[config.mk]
export PLATFORM = sky130hd
export DESIGN_NAME = imu_bias_calibrate_scale_core
export DESIGN_NICKNAME = d
export VERILOG_FILES = /design/src/imubc_pkg.sv /design/src/imu_bias_calibrate_scale_core.sv
export SDC_FILE = /design/constraint.sdc
export NUM_CORES = 2
export LEC_CHECK = 0
export BUFFER_PORTS_ARGS = -buffer_cell sky130_fd_sc_hd__buf_2
export CAP_MARGIN = 20
export CORE_ASPECT_RATIO = 0.9
export CORE_MARGIN = 3
export CORE_UTILIZATION = 40
export DETAILED_ROUTE_END_ITERATION = 10
export HOLD_SLACK_MARGIN = 0.08
export SKIP_CTS_REPAIR_TIMING = 1
export SYNTH_ARGS = -nofsm -noshare
export SYNTH_HDL_FRONTEND = slang
export SYNTH_SLANG_ARGS = --single-unit
[constraint.sdc]
create_clock -name aclk -period 14.02 [get_ports aclk]
set_clock_uncertainty 0.05 [all_clocks]
set_input_delay 4.206 -clock aclk [delete_from_list [all_inputs] [get_ports aclk]]
set_output_delay 4.206 -clock aclk [all_outputs]
set_load 0.01 [all_outputs]
[src/imubc_pkg.sv]
// ============================================================================
// imubc_pkg - shared types and constants of the imu bias calibration core
// field widths, register map, function codes and the sequencer state type
// ============================================================================
package imubc_pkg;

    // geometry of one sample
    localparam int NUM_AXES = 6;
    localparam int AXIS_W   = 3;

    // function codes carried in s_tuser
    localparam int FUNC_W = 2;
    localparam logic [FUNC_W-1:0] FUNC_MEASURE = 2'd0;
    localparam logic [FUNC_W-1:0] FUNC_CALIB   = 2'd1;
    localparam logic [FUNC_W-1:0] FUNC_CLEAR   = 2'd2;

    // axis order in state: accel x, y, z, then gyro x, y, z
    localparam logic [AXIS_W-1:0] AXIS_FIRST = 3'd0;
    localparam logic [AXIS_W-1:0] AXIS_ACC_Z = 3'd2;
    localparam logic [AXIS_W-1:0] AXIS_GYR_X = 3'd3;
    localparam logic [AXIS_W-1:0] AXIS_LAST  = 3'd5;

    // register and result widths
    localparam int CNT_W   = 16;
    localparam int SCALE_W = 32;
    localparam int HALF_W  = 16;
    localparam int GRAV_W  = 23;
    localparam int BIAS_W  = 25;
    localparam int ACC_W   = 20;
    localparam int GYR_W   = 27;

    // output saturation limits (magnitude of the most negative value)
    localparam int ACC_LIM = 524288;
    localparam int GYR_LIM = 67108864;

    // rounding constant of the step from the product to Q4.16 and Q11.16
    localparam int ROUND_SHIFT = 23;

    // result channel packing
    localparam int M_DATA_W     = 144;
    localparam int M_USER_W     = 2;
    localparam int USER_DONE_IX = 0;
    localparam int USER_SAT_IX  = 1;

    // apb register map
    localparam int ADDR_W  = 4;
    localparam int PDATA_W = 32;
    localparam logic [1:0] REG_CALIB_SAMPLES  = 2'd0;
    localparam logic [1:0] REG_ACCEL_SCALE    = 2'd1;
    localparam logic [1:0] REG_GYRO_SCALE     = 2'd2;
    localparam logic [1:0] REG_GRAVITY_COUNTS = 2'd3;

    // register reset values
    localparam logic [CNT_W-1:0]   RST_CALIB_SAMPLES  = 16'd256;
    localparam logic [SCALE_W-1:0] RST_ACCEL_SCALE    = 32'd261993;
    localparam logic [SCALE_W-1:0] RST_GYRO_SCALE     = 32'd37580964;
    localparam logic [GRAV_W-1:0]  RST_GRAVITY_COUNTS = 23'd4196721;

    // sequencer states
    typedef enum logic [3:0] {
        ST_IDLE,
        ST_UPDATE,
        ST_DIV_LOAD,
        ST_DIV_STEP,
        ST_DIV_FIN,
        ST_DIFF,
        ST_MUL_LO,
        ST_MUL_HI,
        ST_CLIP,
        ST_EMIT
    } st_t;

endpackage

[src/imu_bias_calibrate_scale_core.sv]
// ============================================================================
// imu_bias_calibrate_scale_core - six-axis imu bias calibration and scaling
// averages calibration samples into per-axis biases and scales every sample
// ============================================================================
// usage
// - s_ channel: one six-axis raw sample per transaction, function in s_tuser
//   (measure, calibration sample, clear)
// - m_ channel: one result per input transaction; six corrected values, accel
//   Q4.16, rates Q11.16, with calibration-done and saturation flags in m_tuser
// - apb port: calib_samples, accel_scale, gyro_scale and gravity_counts at
//   byte addresses 0, 4, 8 and 12; write only while the core is idle
// - sequence: a measure, clear or ordinary calibration transaction runs the
//   update step, then difference, low and high multiply and clip per axis, then
//   emit; one that completes the average runs the divider on every axis first
// - a new transaction is taken only once the last result is loaded; a single
//   multiplier with a 16-bit scale operand is used twice per axis and the bias
//   mean comes from a bit-serial divider, one quotient bit a cycle, axis after axis
// - s_tready is high only while the sequencer is idle
// - the result sits in an output register; a stalled receiver does not stop
//   the next transaction being accepted, only the hand-over of its result
// - reset: configuration returns to its defaults, sums, biases and the
//   sample count are cleared, no result is pending
// ============================================================================
module imu_bias_calibrate_scale_core #(
    parameter int RAW_BITS = 16,
    parameter int SUM_BITS = 32
) (
    input  logic                                       aclk,
    input  logic                                       aresetn,
    // sample input
    input  logic                                       s_tvalid,
    output logic                                       s_tready,
    // gyro_x, gyro_y, gyro_z, accel_x, accel_y, accel_z (lowest first)
    input  logic [((imubc_pkg::NUM_AXES*RAW_BITS+7)/8)*8-1:0] s_tdata,
    // func
    input  logic [imubc_pkg::FUNC_W-1:0]               s_tuser,
    // result output
    output logic                                       m_tvalid,
    input  logic                                       m_tready,
    // accel_x_g, accel_y_g, accel_z_g, rate_x_dps, rate_y_dps, rate_z_dps
    output logic [imubc_pkg::M_DATA_W-1:0]             m_tdata,
    // calib_done, saturated
    output logic [imubc_pkg::M_USER_W-1:0]             m_tuser,
    // configuration
    input  logic                                       psel,
    input  logic                                       penable,
    input  logic                                       pwrite,
    input  logic [imubc_pkg::ADDR_W-1:0]               paddr,
    input  logic [imubc_pkg::PDATA_W-1:0]              pwdata,
    output logic [imubc_pkg::PDATA_W-1:0]              prdata,
    output logic                                       pready
);
    import imubc_pkg::*;

    // corrected value d = raw * 256 - bias, signed
    localparam int DW    = ((RAW_BITS + 8 > BIAS_W) ? RAW_BITS + 8 : BIAS_W) + 1;
    // product accumulator and rounded magnitude widths
    localparam int PW    = DW + HALF_W + 1;
    localparam int RW    = DW + 9;
    // divider: dividend is |sum| * 256
    localparam int DVD_W = SUM_BITS + 8;
    localparam int DCW   = $clog2(DVD_W);
    localparam int QW    = DVD_W + 2;

    // ------------------------------------------------------------------
    // state and storage
    // ------------------------------------------------------------------
    st_t state_reg, state_next;

    logic [CNT_W-1:0]   calib_samples_reg;
    logic [SCALE_W-1:0] accel_scale_reg;
    logic [SCALE_W-1:0] gyro_scale_reg;
    logic [GRAV_W-1:0]  gravity_reg;

    logic [AXIS_W-1:0]          axis_reg;
    logic [FUNC_W-1:0]          func_reg;
    logic signed [RAW_BITS-1:0] raw_reg  [NUM_AXES];
    logic [SUM_BITS-1:0]        sum_reg  [NUM_AXES];
    logic signed [BIAS_W-1:0]   bias_reg [NUM_AXES];
    logic [CNT_W-1:0]           sample_count_reg;

    // bit-serial divider
    logic [DVD_W-1:0] dvd_reg;
    logic [CNT_W-1:0] rem_reg;
    logic [DCW-1:0]   div_cnt_reg;
    logic             div_neg_reg;

    // scaling datapath
    logic [DW-1:0]    mag_reg;
    logic             neg_reg;
    logic [PW-1:0]    acc_reg;
    logic [GYR_W-1:0] res_reg [NUM_AXES];
    logic             sat_reg;
    logic             done_reg;

    // output register
    logic                m_tvalid_reg;
    logic [M_DATA_W-1:0] m_tdata_reg;
    logic [M_USER_W-1:0] m_tuser_reg;

    // sequencer strobes
    logic in_accept;
    logic out_load;
    logic last_axis;
    logic div_last;
    logic calib_hit;

    logic [CNT_W-1:0] cnt_inc;

    // ------------------------------------------------------------------
    // configuration port
    // ------------------------------------------------------------------
    logic cfg_write;

    assign pready    = 1'b1;
    assign cfg_write = psel && penable && pwrite && pready;

    always_ff @(posedge aclk) begin
        if (!aresetn) begin
            calib_samples_reg <= RST_CALIB_SAMPLES;
            accel_scale_reg   <= RST_ACCEL_SCALE;
            gyro_scale_reg    <= RST_GYRO_SCALE;
            gravity_reg       <= RST_GRAVITY_COUNTS;
        end else if (cfg_write) begin
            case (paddr[3:2])
                REG_CALIB_SAMPLES:  calib_samples_reg <= pwdata[CNT_W-1:0];
                REG_ACCEL_SCALE:    accel_scale_reg   <= pwdata[SCALE_W-1:0];
                REG_GYRO_SCALE:     gyro_scale_reg    <= pwdata[SCALE_W-1:0];
                REG_GRAVITY_COUNTS: gravity_reg       <= pwdata[GRAV_W-1:0];
                default: ;
            endcase
        end
    end

    always_comb begin
        case (paddr[3:2])
            REG_CALIB_SAMPLES:  prdata = PDATA_W'(calib_samples_reg);
            REG_ACCEL_SCALE:    prdata = PDATA_W'(accel_scale_reg);
            REG_GYRO_SCALE:     prdata = PDATA_W'(gyro_scale_reg);
            REG_GRAVITY_COUNTS: prdata = PDATA_W'(gravity_reg);
            default:            prdata = '0;
        endcase
    end

    // ------------------------------------------------------------------
    // sequencer
    // ------------------------------------------------------------------
    assign cnt_inc   = sample_count_reg + CNT_W'(1);
    assign calib_hit = (cnt_inc >= calib_samples_reg) && (cnt_inc != '0);
    assign last_axis = (axis_reg == AXIS_LAST);
    assign div_last  = (div_cnt_reg == DCW'(DVD_W - 1));

    always_comb begin
        state_next = state_reg;
        case (state_reg)
            ST_IDLE: begin
                if (s_tvalid) begin
                    state_next = ST_UPDATE;
                end
            end
            ST_UPDATE: begin
                if (func_reg == FUNC_CALIB && calib_hit) begin
                    state_next = ST_DIV_LOAD;
                end else begin
                    state_next = ST_DIFF;
                end
            end
            ST_DIV_LOAD: state_next = ST_DIV_STEP;
            ST_DIV_STEP: begin
                if (div_last) begin
                    state_next = ST_DIV_FIN;
                end
            end
            ST_DIV_FIN: begin
                state_next = last_axis ? ST_DIFF : ST_DIV_LOAD;
            end
            ST_DIFF:   state_next = ST_MUL_LO;
            ST_MUL_LO: state_next = ST_MUL_HI;
            ST_MUL_HI: state_next = ST_CLIP;
            ST_CLIP: begin
                state_next = last_axis ? ST_EMIT : ST_DIFF;
            end
            ST_EMIT: begin
                if (out_load) begin
                    state_next = ST_IDLE;
                end
            end
            default: state_next = ST_IDLE;
        endcase
    end

    always_comb begin
        s_tready = 1'b0;
        out_load = 1'b0;
        case (state_reg)
            ST_IDLE: s_tready = 1'b1;
            ST_EMIT: out_load = !m_tvalid_reg || m_tready;
            default: ;
        endcase
    end

    assign in_accept = s_tvalid && s_tready;

    always_ff @(posedge aclk) begin
        if (!aresetn) begin
            state_reg <= ST_IDLE;
        end else begin
            state_reg <= state_next;
        end
    end

    // ------------------------------------------------------------------
    // sample capture, tdata slots reordered to accel first
    // ------------------------------------------------------------------
    always_ff @(posedge aclk) begin
        if (in_accept) begin
            func_reg <= s_tuser;
            for (int i = 0; i < NUM_AXES; i++) begin
                raw_reg[i] <= s_tdata[((i < 3) ? (i + 3) : (i - 3)) * RAW_BITS +: RAW_BITS];
            end
        end
    end

    // axis counter, shared by the bias and the scaling passes
    always_ff @(posedge aclk) begin
        if (!aresetn) begin
            axis_reg <= AXIS_FIRST;
        end else if (in_accept) begin
            axis_reg <= AXIS_FIRST;
        end else if (state_reg == ST_DIV_FIN || state_reg == ST_CLIP) begin
            axis_reg <= last_axis ? AXIS_FIRST : axis_reg + AXIS_W'(1);
        end
    end

    // ------------------------------------------------------------------
    // bit-serial divider: |sum| * 256 / count, one quotient bit a cycle
    // ------------------------------------------------------------------
    logic [SUM_BITS-1:0] sum_sel;
    logic [SUM_BITS-1:0] sum_mag;
    logic [CNT_W:0]      rem_sh;
    logic [CNT_W:0]      rem_sub;
    logic                rem_ge;

    assign sum_sel = sum_reg[axis_reg];
    assign sum_mag = sum_sel[SUM_BITS-1] ? (SUM_BITS'(0) - sum_sel) : sum_sel;
    assign rem_sh  = {rem_reg, dvd_reg[DVD_W-1]};
    assign rem_sub = rem_sh - {1'b0, sample_count_reg};
    assign rem_ge  = (rem_sh >= {1'b0, sample_count_reg});

    always_ff @(posedge aclk) begin
        case (state_reg)
            ST_DIV_LOAD: begin
                dvd_reg     <= {sum_mag, 8'd0};
                div_neg_reg <= sum_sel[SUM_BITS-1];
                rem_reg     <= '0;
                div_cnt_reg <= '0;
            end
            ST_DIV_STEP: begin
                dvd_reg     <= {dvd_reg[DVD_W-2:0], rem_ge};
                rem_reg     <= rem_ge ? rem_sub[CNT_W-1:0] : rem_sh[CNT_W-1:0];
                div_cnt_reg <= div_cnt_reg + DCW'(1);
            end
            default: ;
        endcase
    end

    // signed mean, gravity removed on accel z, clipped to the bias range
    logic signed [QW-1:0]     q_signed;
    logic signed [QW-1:0]     q_grav;
    logic [QW-BIAS_W:0]       q_top;
    logic signed [BIAS_W-1:0] bias_new;

    always_comb begin
        q_signed = div_neg_reg ? -$signed({2'b00, dvd_reg}) : $signed({2'b00, dvd_reg});
        q_grav   = q_signed;
        if (axis_reg == AXIS_ACC_Z) begin
            q_grav = q_signed - $signed(QW'(gravity_reg));
        end
        q_top = q_grav[QW-1:BIAS_W-1];
        if ((&q_top) || !(|q_top)) begin
            bias_new = q_grav[BIAS_W-1:0];
        end else if (q_grav[QW-1]) begin
            bias_new = {1'b1, {(BIAS_W-1){1'b0}}};
        end else begin
            bias_new = {1'b0, {(BIAS_W-1){1'b1}}};
        end
    end

    // ------------------------------------------------------------------
    // sums, biases and sample count
    // ------------------------------------------------------------------
    always_ff @(posedge aclk) begin
        if (!aresetn) begin
            sample_count_reg <= '0;
            for (int i = 0; i < NUM_AXES; i++) begin
                sum_reg[i]  <= '0;
                bias_reg[i] <= '0;
            end
        end else begin
            case (state_reg)
                ST_UPDATE: begin
                    case (func_reg)
                        FUNC_CALIB: begin
                            sample_count_reg <= cnt_inc;
                            for (int i = 0; i < NUM_AXES; i++) begin
                                sum_reg[i] <= sum_reg[i] + SUM_BITS'(raw_reg[i]);
                            end
                        end
                        FUNC_CLEAR: begin
                            sample_count_reg <= '0;
                            for (int i = 0; i < NUM_AXES; i++) begin
                                sum_reg[i]  <= '0;
                                bias_reg[i] <= '0;
                            end
                        end
                        FUNC_MEASURE: ;
                        default: ;
                    endcase
                end
                ST_DIV_FIN: begin
                    bias_reg[axis_reg] <= bias_new;
                    sum_reg[axis_reg]  <= '0;
                    if (last_axis) begin
                        sample_count_reg <= '0;
                    end
                end
                default: ;
            endcase
        end
    end

    always_ff @(posedge aclk) begin
        if (!aresetn) begin
            done_reg <= 1'b0;
        end else if (in_accept) begin
            done_reg <= 1'b0;
        end else if (state_reg == ST_DIV_FIN && last_axis) begin
            done_reg <= 1'b1;
        end
    end

    // ------------------------------------------------------------------
    // scaling: shared multiplier, low then high half of the scale
    // ------------------------------------------------------------------
    logic signed [DW-1:0] diff_val;
    logic [SCALE_W-1:0]   scale_sel;
    logic [HALF_W-1:0]    mul_b;
    logic [DW+HALF_W-1:0] mul_prod;
    logic [PW-1:0]        acc_lo;
    logic [PW-1:0]        acc_hi;

    assign diff_val  = (DW'(raw_reg[axis_reg]) <<< 8) - DW'(bias_reg[axis_reg]);
    assign scale_sel = (axis_reg < AXIS_GYR_X) ? accel_scale_reg : gyro_scale_reg;
    assign mul_b     = (state_reg == ST_MUL_HI) ? scale_sel[SCALE_W-1:HALF_W]
                                                : scale_sel[HALF_W-1:0];
    assign mul_prod  = mag_reg * mul_b;
    assign acc_lo    = PW'(mul_prod) + (PW'(1) << ROUND_SHIFT);
    assign acc_hi    = PW'(mul_prod) + acc_reg;

    always_ff @(posedge aclk) begin
        case (state_reg)
            ST_DIFF: begin
                neg_reg <= diff_val[DW-1];
                mag_reg <= diff_val[DW-1] ? (DW'(0) - DW'(diff_val)) : DW'(diff_val);
            end
            ST_MUL_LO: acc_reg <= acc_lo >> HALF_W;
            ST_MUL_HI: acc_reg <= acc_hi >> 8;
            default: ;
        endcase
    end

    // clip to the field range, store sign-extended to the gyro width
    logic [RW-1:0]    r_mag;
    logic [RW-1:0]    r_lim;
    logic [RW-1:0]    r_clip;
    logic             clip_hit;
    logic [GYR_W-1:0] res_val;

    always_comb begin
        r_mag    = acc_reg[RW-1:0];
        r_lim    = (axis_reg < AXIS_GYR_X) ? RW'(ACC_LIM) : RW'(GYR_LIM);
        r_clip   = r_mag;
        clip_hit = 1'b0;
        if (neg_reg) begin
            if (r_mag > r_lim) begin
                r_clip   = r_lim;
                clip_hit = 1'b1;
            end
        end else if (r_mag > r_lim - RW'(1)) begin
            r_clip   = r_lim - RW'(1);
            clip_hit = 1'b1;
        end
        res_val = neg_reg ? (GYR_W'(0) - r_clip[GYR_W-1:0]) : r_clip[GYR_W-1:0];
    end

    always_ff @(posedge aclk) begin
        if (state_reg == ST_CLIP) begin
            res_reg[axis_reg] <= res_val;
        end
    end

    always_ff @(posedge aclk) begin
        if (!aresetn) begin
            sat_reg <= 1'b0;
        end else if (in_accept) begin
            sat_reg <= 1'b0;
        end else if (state_reg == ST_CLIP && clip_hit) begin
            sat_reg <= 1'b1;
        end
    end

    // ------------------------------------------------------------------
    // output register
    // ------------------------------------------------------------------
    logic [M_DATA_W-1:0] out_data;
    logic [M_USER_W-1:0] out_user;

    always_comb begin
        out_data = '0;
        for (int i = 0; i < 3; i++) begin
            out_data[i*ACC_W +: ACC_W]           = res_reg[i][ACC_W-1:0];
            out_data[3*ACC_W + i*GYR_W +: GYR_W] = res_reg[i+3];
        end
        out_user               = '0;
        out_user[USER_DONE_IX] = done_reg;
        out_user[USER_SAT_IX]  = sat_reg;
    end

    always_ff @(posedge aclk) begin
        if (!aresetn) begin
            m_tvalid_reg <= 1'b0;
        end else if (out_load) begin
            m_tvalid_reg <= 1'b1;
        end else if (m_tready) begin
            m_tvalid_reg <= 1'b0;
        end
    end

    always_ff @(posedge aclk) begin
        if (out_load) begin
            m_tdata_reg <= out_data;
            m_tuser_reg <= out_user;
        end
    end

    assign m_tvalid = m_tvalid_reg;
    assign m_tdata  = m_tdata_reg;
    assign m_tuser  = m_tuser_reg;

    // ------------------------------------------------------------------
    // assertions
    // ------------------------------------------------------------------
    a_accept_starts_update: assert property (@(posedge aclk) disable iff (!aresetn)
        in_accept |=> state_reg == ST_UPDATE)
        else $error("accepted transaction did not start the update step");

    a_done_clears_count: assert property (@(posedge aclk) disable iff (!aresetn)
        (state_reg == ST_EMIT && done_reg) |-> sample_count_reg == '0)
        else $error("completed calibration left a nonzero sample count");

    a_rem_below_divisor: assert property (@(posedge aclk) disable iff (!aresetn)
        state_reg == ST_DIV_STEP |-> rem_reg < sample_count_reg)
        else $error("divider remainder not below the sample count");

    a_load_shows_result: assert property (@(posedge aclk) disable iff (!aresetn)
        out_load |=> m_tvalid_reg && state_reg == ST_IDLE)
        else $error("result load did not present a result and return to idle");

endmodule
==> impl_metrics.json <==
{
  "syn_area_sq_um": 71600,
  "cp-startpoint": "state_reg[0]$_SDFFE_PN0P_",
  "drive_gt1_share_pct": 10.3,
  "area_growth_pct": 10.6,
  "syn_avg_cell_area_sq_um": 9.86,
  "place.gp.congestion": 0.922,
  "final_antenna_net_count": 0,
  "cpPeakStageDelay_ps": 930,
  "crit_buf_inv": 6,
  "synth_compound_area_share_pct": 14.0,
  "wirelength_mm": 206,
  "status": "finished, final reports clean",
  "htree_levels": 3,
  "period_needed_ps": 10840,
  "tightest_slew_ps": 1130,
  "vias_per_cell": 5.54,
  "cp_top_family": "adder cells",
  "yosys_warnings": 0,
  "synthFlopType": "edfxtp_1",
  "drt_iter0_markers": 4367,
  "std_cell_rows": 146,
  "grt_pass1_wl_mm": 317,
  "ff2ff_path_depth": 32,
  "clkTransAtPathRegs_ps": 70,
  "synth_edf_count": 707,
  "min_period_over_period_pct": 77.4,
  "clkSinkCount": 1031,
  "synth-seq-cells": 1031,
  "die_w_um": 452,
  "cp_max_fo": 26,
  "fp.dieArea_sq_um": 184000,
  "cp-start-kind": "flip-flop",
  "crit_type": "flip-flop to flip-flop",
  "maxCapViolations": 0,
  "max_slew_margin_pct": 24.5,
  "final_common_cell": "nand2_1",
  "ys_seq_area_share_pct": 38.7,
  "core_sq_um": 177000,
  "io_pins": 322,
  "cp_num_cells": 32,
  "cp_data_required_time_ps": 14420,
  "cts.path.max_buffers": 3,
  "place_hpwl_mm": 151,
  "muxShareOfSynthArea_pct": 5.64,
  "hold_class": "flip-flop to flip-flop",
  "grt.overflow.total": 0,
  "async_reset_ff_share_pct": 0,
  "clk_latency_ps": 750,
  "io_buffers": 315,
  "drcViolationCount": 0,
  "fin_area_sq_um": 79200,
  "worstSetupEndpointType": "flip-flop",
  "initial_core_util_pct": 40.5,
  "largest_reg_flops": 200,
  "slew_violations": 0,
  "track_usage_pct": 21.8,
  "final-hold-violation-count": 0,
  "nFillCells": 16700,
  "cts_root_buffer": "clkbuf_16",
  "synthAdderAreaFrac_pct": 17.1,
  "wl_per_cell_um": 20.8,
  "synth_area_leader_cell": "edfxtp_1",
  "grt_max_degree": 86,
  "syn_inst": 7259,
  "drt_pre_antenna_iters": 6,
  "reg2reg_to": "acc_reg[33]$_SDFFCE_PN0P_",
  "synth_cell_types": 92,
  "synth_top_family_by_area": "adder cells",
  "num_vias": 54900,
  "r2r-start": "state_reg[0]$_SDFFE_PN0P_",
  "synthSimpleGateAreaFrac_pct": 14.8,
  "synthXorXnorAreaFrac_pct": 4.96,
  "fmax_ghz": 0.0922,
  "placed_cell_area_sq_um": 75400,
  "r2r_slack_ps": 3180,
  "cts_tree": "built",
  "crit_arrival_ps": 11240,
  "rsz0062_at_grt": "no",
  "setup-tns-final_ps": 0,
  "grt_pass1_vias": 53400,
  "die_h_um": 407,
  "synthTopCellsByArea": "edfxtp_1, fa_1, dfxtp_1",
  "antenna_found_initial": 16,
  "numCtsBuffers": 109,
  "endpoint": "acc_reg[33]$_SDFFCE_PN0P_",
  "final_cell_mix": "nand2_1, edfxtp_1, a21oi_1, inv_1, ha_1",
  "nNetsFinal": 8339,
  "synth_top_cell_area_share_pct": 29.7,
  "crit_path_top_delay_cell": "mux4_2",
  "setup_viol": 0
}
[cell families after synthesis]
logic type / after synthesis
AOI/OAI and AO/OA: 1634
adders and majority gates: 772
DFF: 1031
xor gates and xnor gates: 405
muxes: 246
and+or+nand+nor: 2292
buffers and inverters: 877
other: 2
[cell type report]
cell class                      count  area (sq um)  share of cell area [%]
Clock inverter                     68           776                   0.980
Sequential cell                  1031         27700                    35.0
Clock buffer                      139          2900                    3.66
Multi-Input combinational cell   5353         40600                    51.3
Antenna cell                        8          20.0                  0.0253
Timing Repair Buffer              392          2170                    2.74
Inverter                          539          2020                    2.56
Tap cell                         2368          2960                    3.74
[synth_stat cells (15+ instances only)]
master,n
a211oi_1,61
a21boi_0,76
a21o_1,138
a21oi_1,624
a22o_1,18
a22oi_1,15
a31oi_1,81
and2_1,190
and3_1,53
buf_1,31
buf_2,34
clkbuf_1,259
dfxtp_1,324
edfxtp_1,707
fa_1,342
ha_1,430
inv_1,539
mux2_2,17
mux2i_1,105
mux4_2,124
nand2_1,1066
nand2b_1,55
nand3_1,147
nand3b_1,18
nand4_1,55
nor2_1,390
nor2b_1,59
nor3_1,95
nor4_1,31
o211ai_1,31
o21a_1,53
o21ai_0,307
o21bai_1,34
o22ai_1,19
o31ai_1,32
or2_2,20
or3_1,39
xnor2_1,279
xor2_1,126
[worst reg2reg max path, delay by kind of cell, from the launching register on]
family	cells	cell delay (ps)
AO/OA/AOI/OAI	6	1440
XOR/XNOR	2	610
adder cells (fa/ha/maj)	8	3960
buffers and inverters	6	450
flip-flops	1	740
multiplexers	1	940
AND/OR/NAND/NOR	9	2340
[routing by layer]
metal  part of all wire (%)  vias to the layer above  global-route usage [%]
li1                       -                    25900                       -
met1                     44                    27100                    29.9
met2                     48                     1543                    36.5
met3                    5.4                      296                    2.30
met4                    2.8                        2                    5.98
met5                 0.0063                        -                       0
[worst min path at each step]
stage                                        start  depth (start not counted)                     end  slack, ps
after floorplan            res_reg[0][0]$_DFFE_PP_                          0    m_tdata[0]$_DFFE_PP_        350
after global placement    res_reg[1][11]$_DFFE_PP_                          0   m_tdata[31]$_DFFE_PP_        350
after detailed placement  res_reg[4][13]$_DFFE_PP_                          0  m_tdata[100]$_DFFE_PP_        350
after CTS                  res_reg[2][4]$_DFFE_PP_                          0   m_tdata[44]$_DFFE_PP_        370
after global routing      res_reg[1][14]$_DFFE_PP_                          0   m_tdata[34]$_DFFE_PP_        370
final                      res_reg[1][0]$_DFFE_PP_                          0   m_tdata[20]$_DFFE_PP_        360
[through the flow]
step	setup WS (ps)	util (%)	instances	hold WS (ps)
2_1_floorplan	2670	-	7261	350
3_3_place_gp	3350	42.7	9681	351
3_5_place_dp	3220	42.7	9681	355
4_1_cts	3120	44.7	9888	368
5_1_grt	2460	44.8	9892	369
6_report	3180	44.8	9898	365
Power is left out: the tool's default activity adds up to more than one toggle a clock period on the data nets, which glitch-free logic cannot reach.
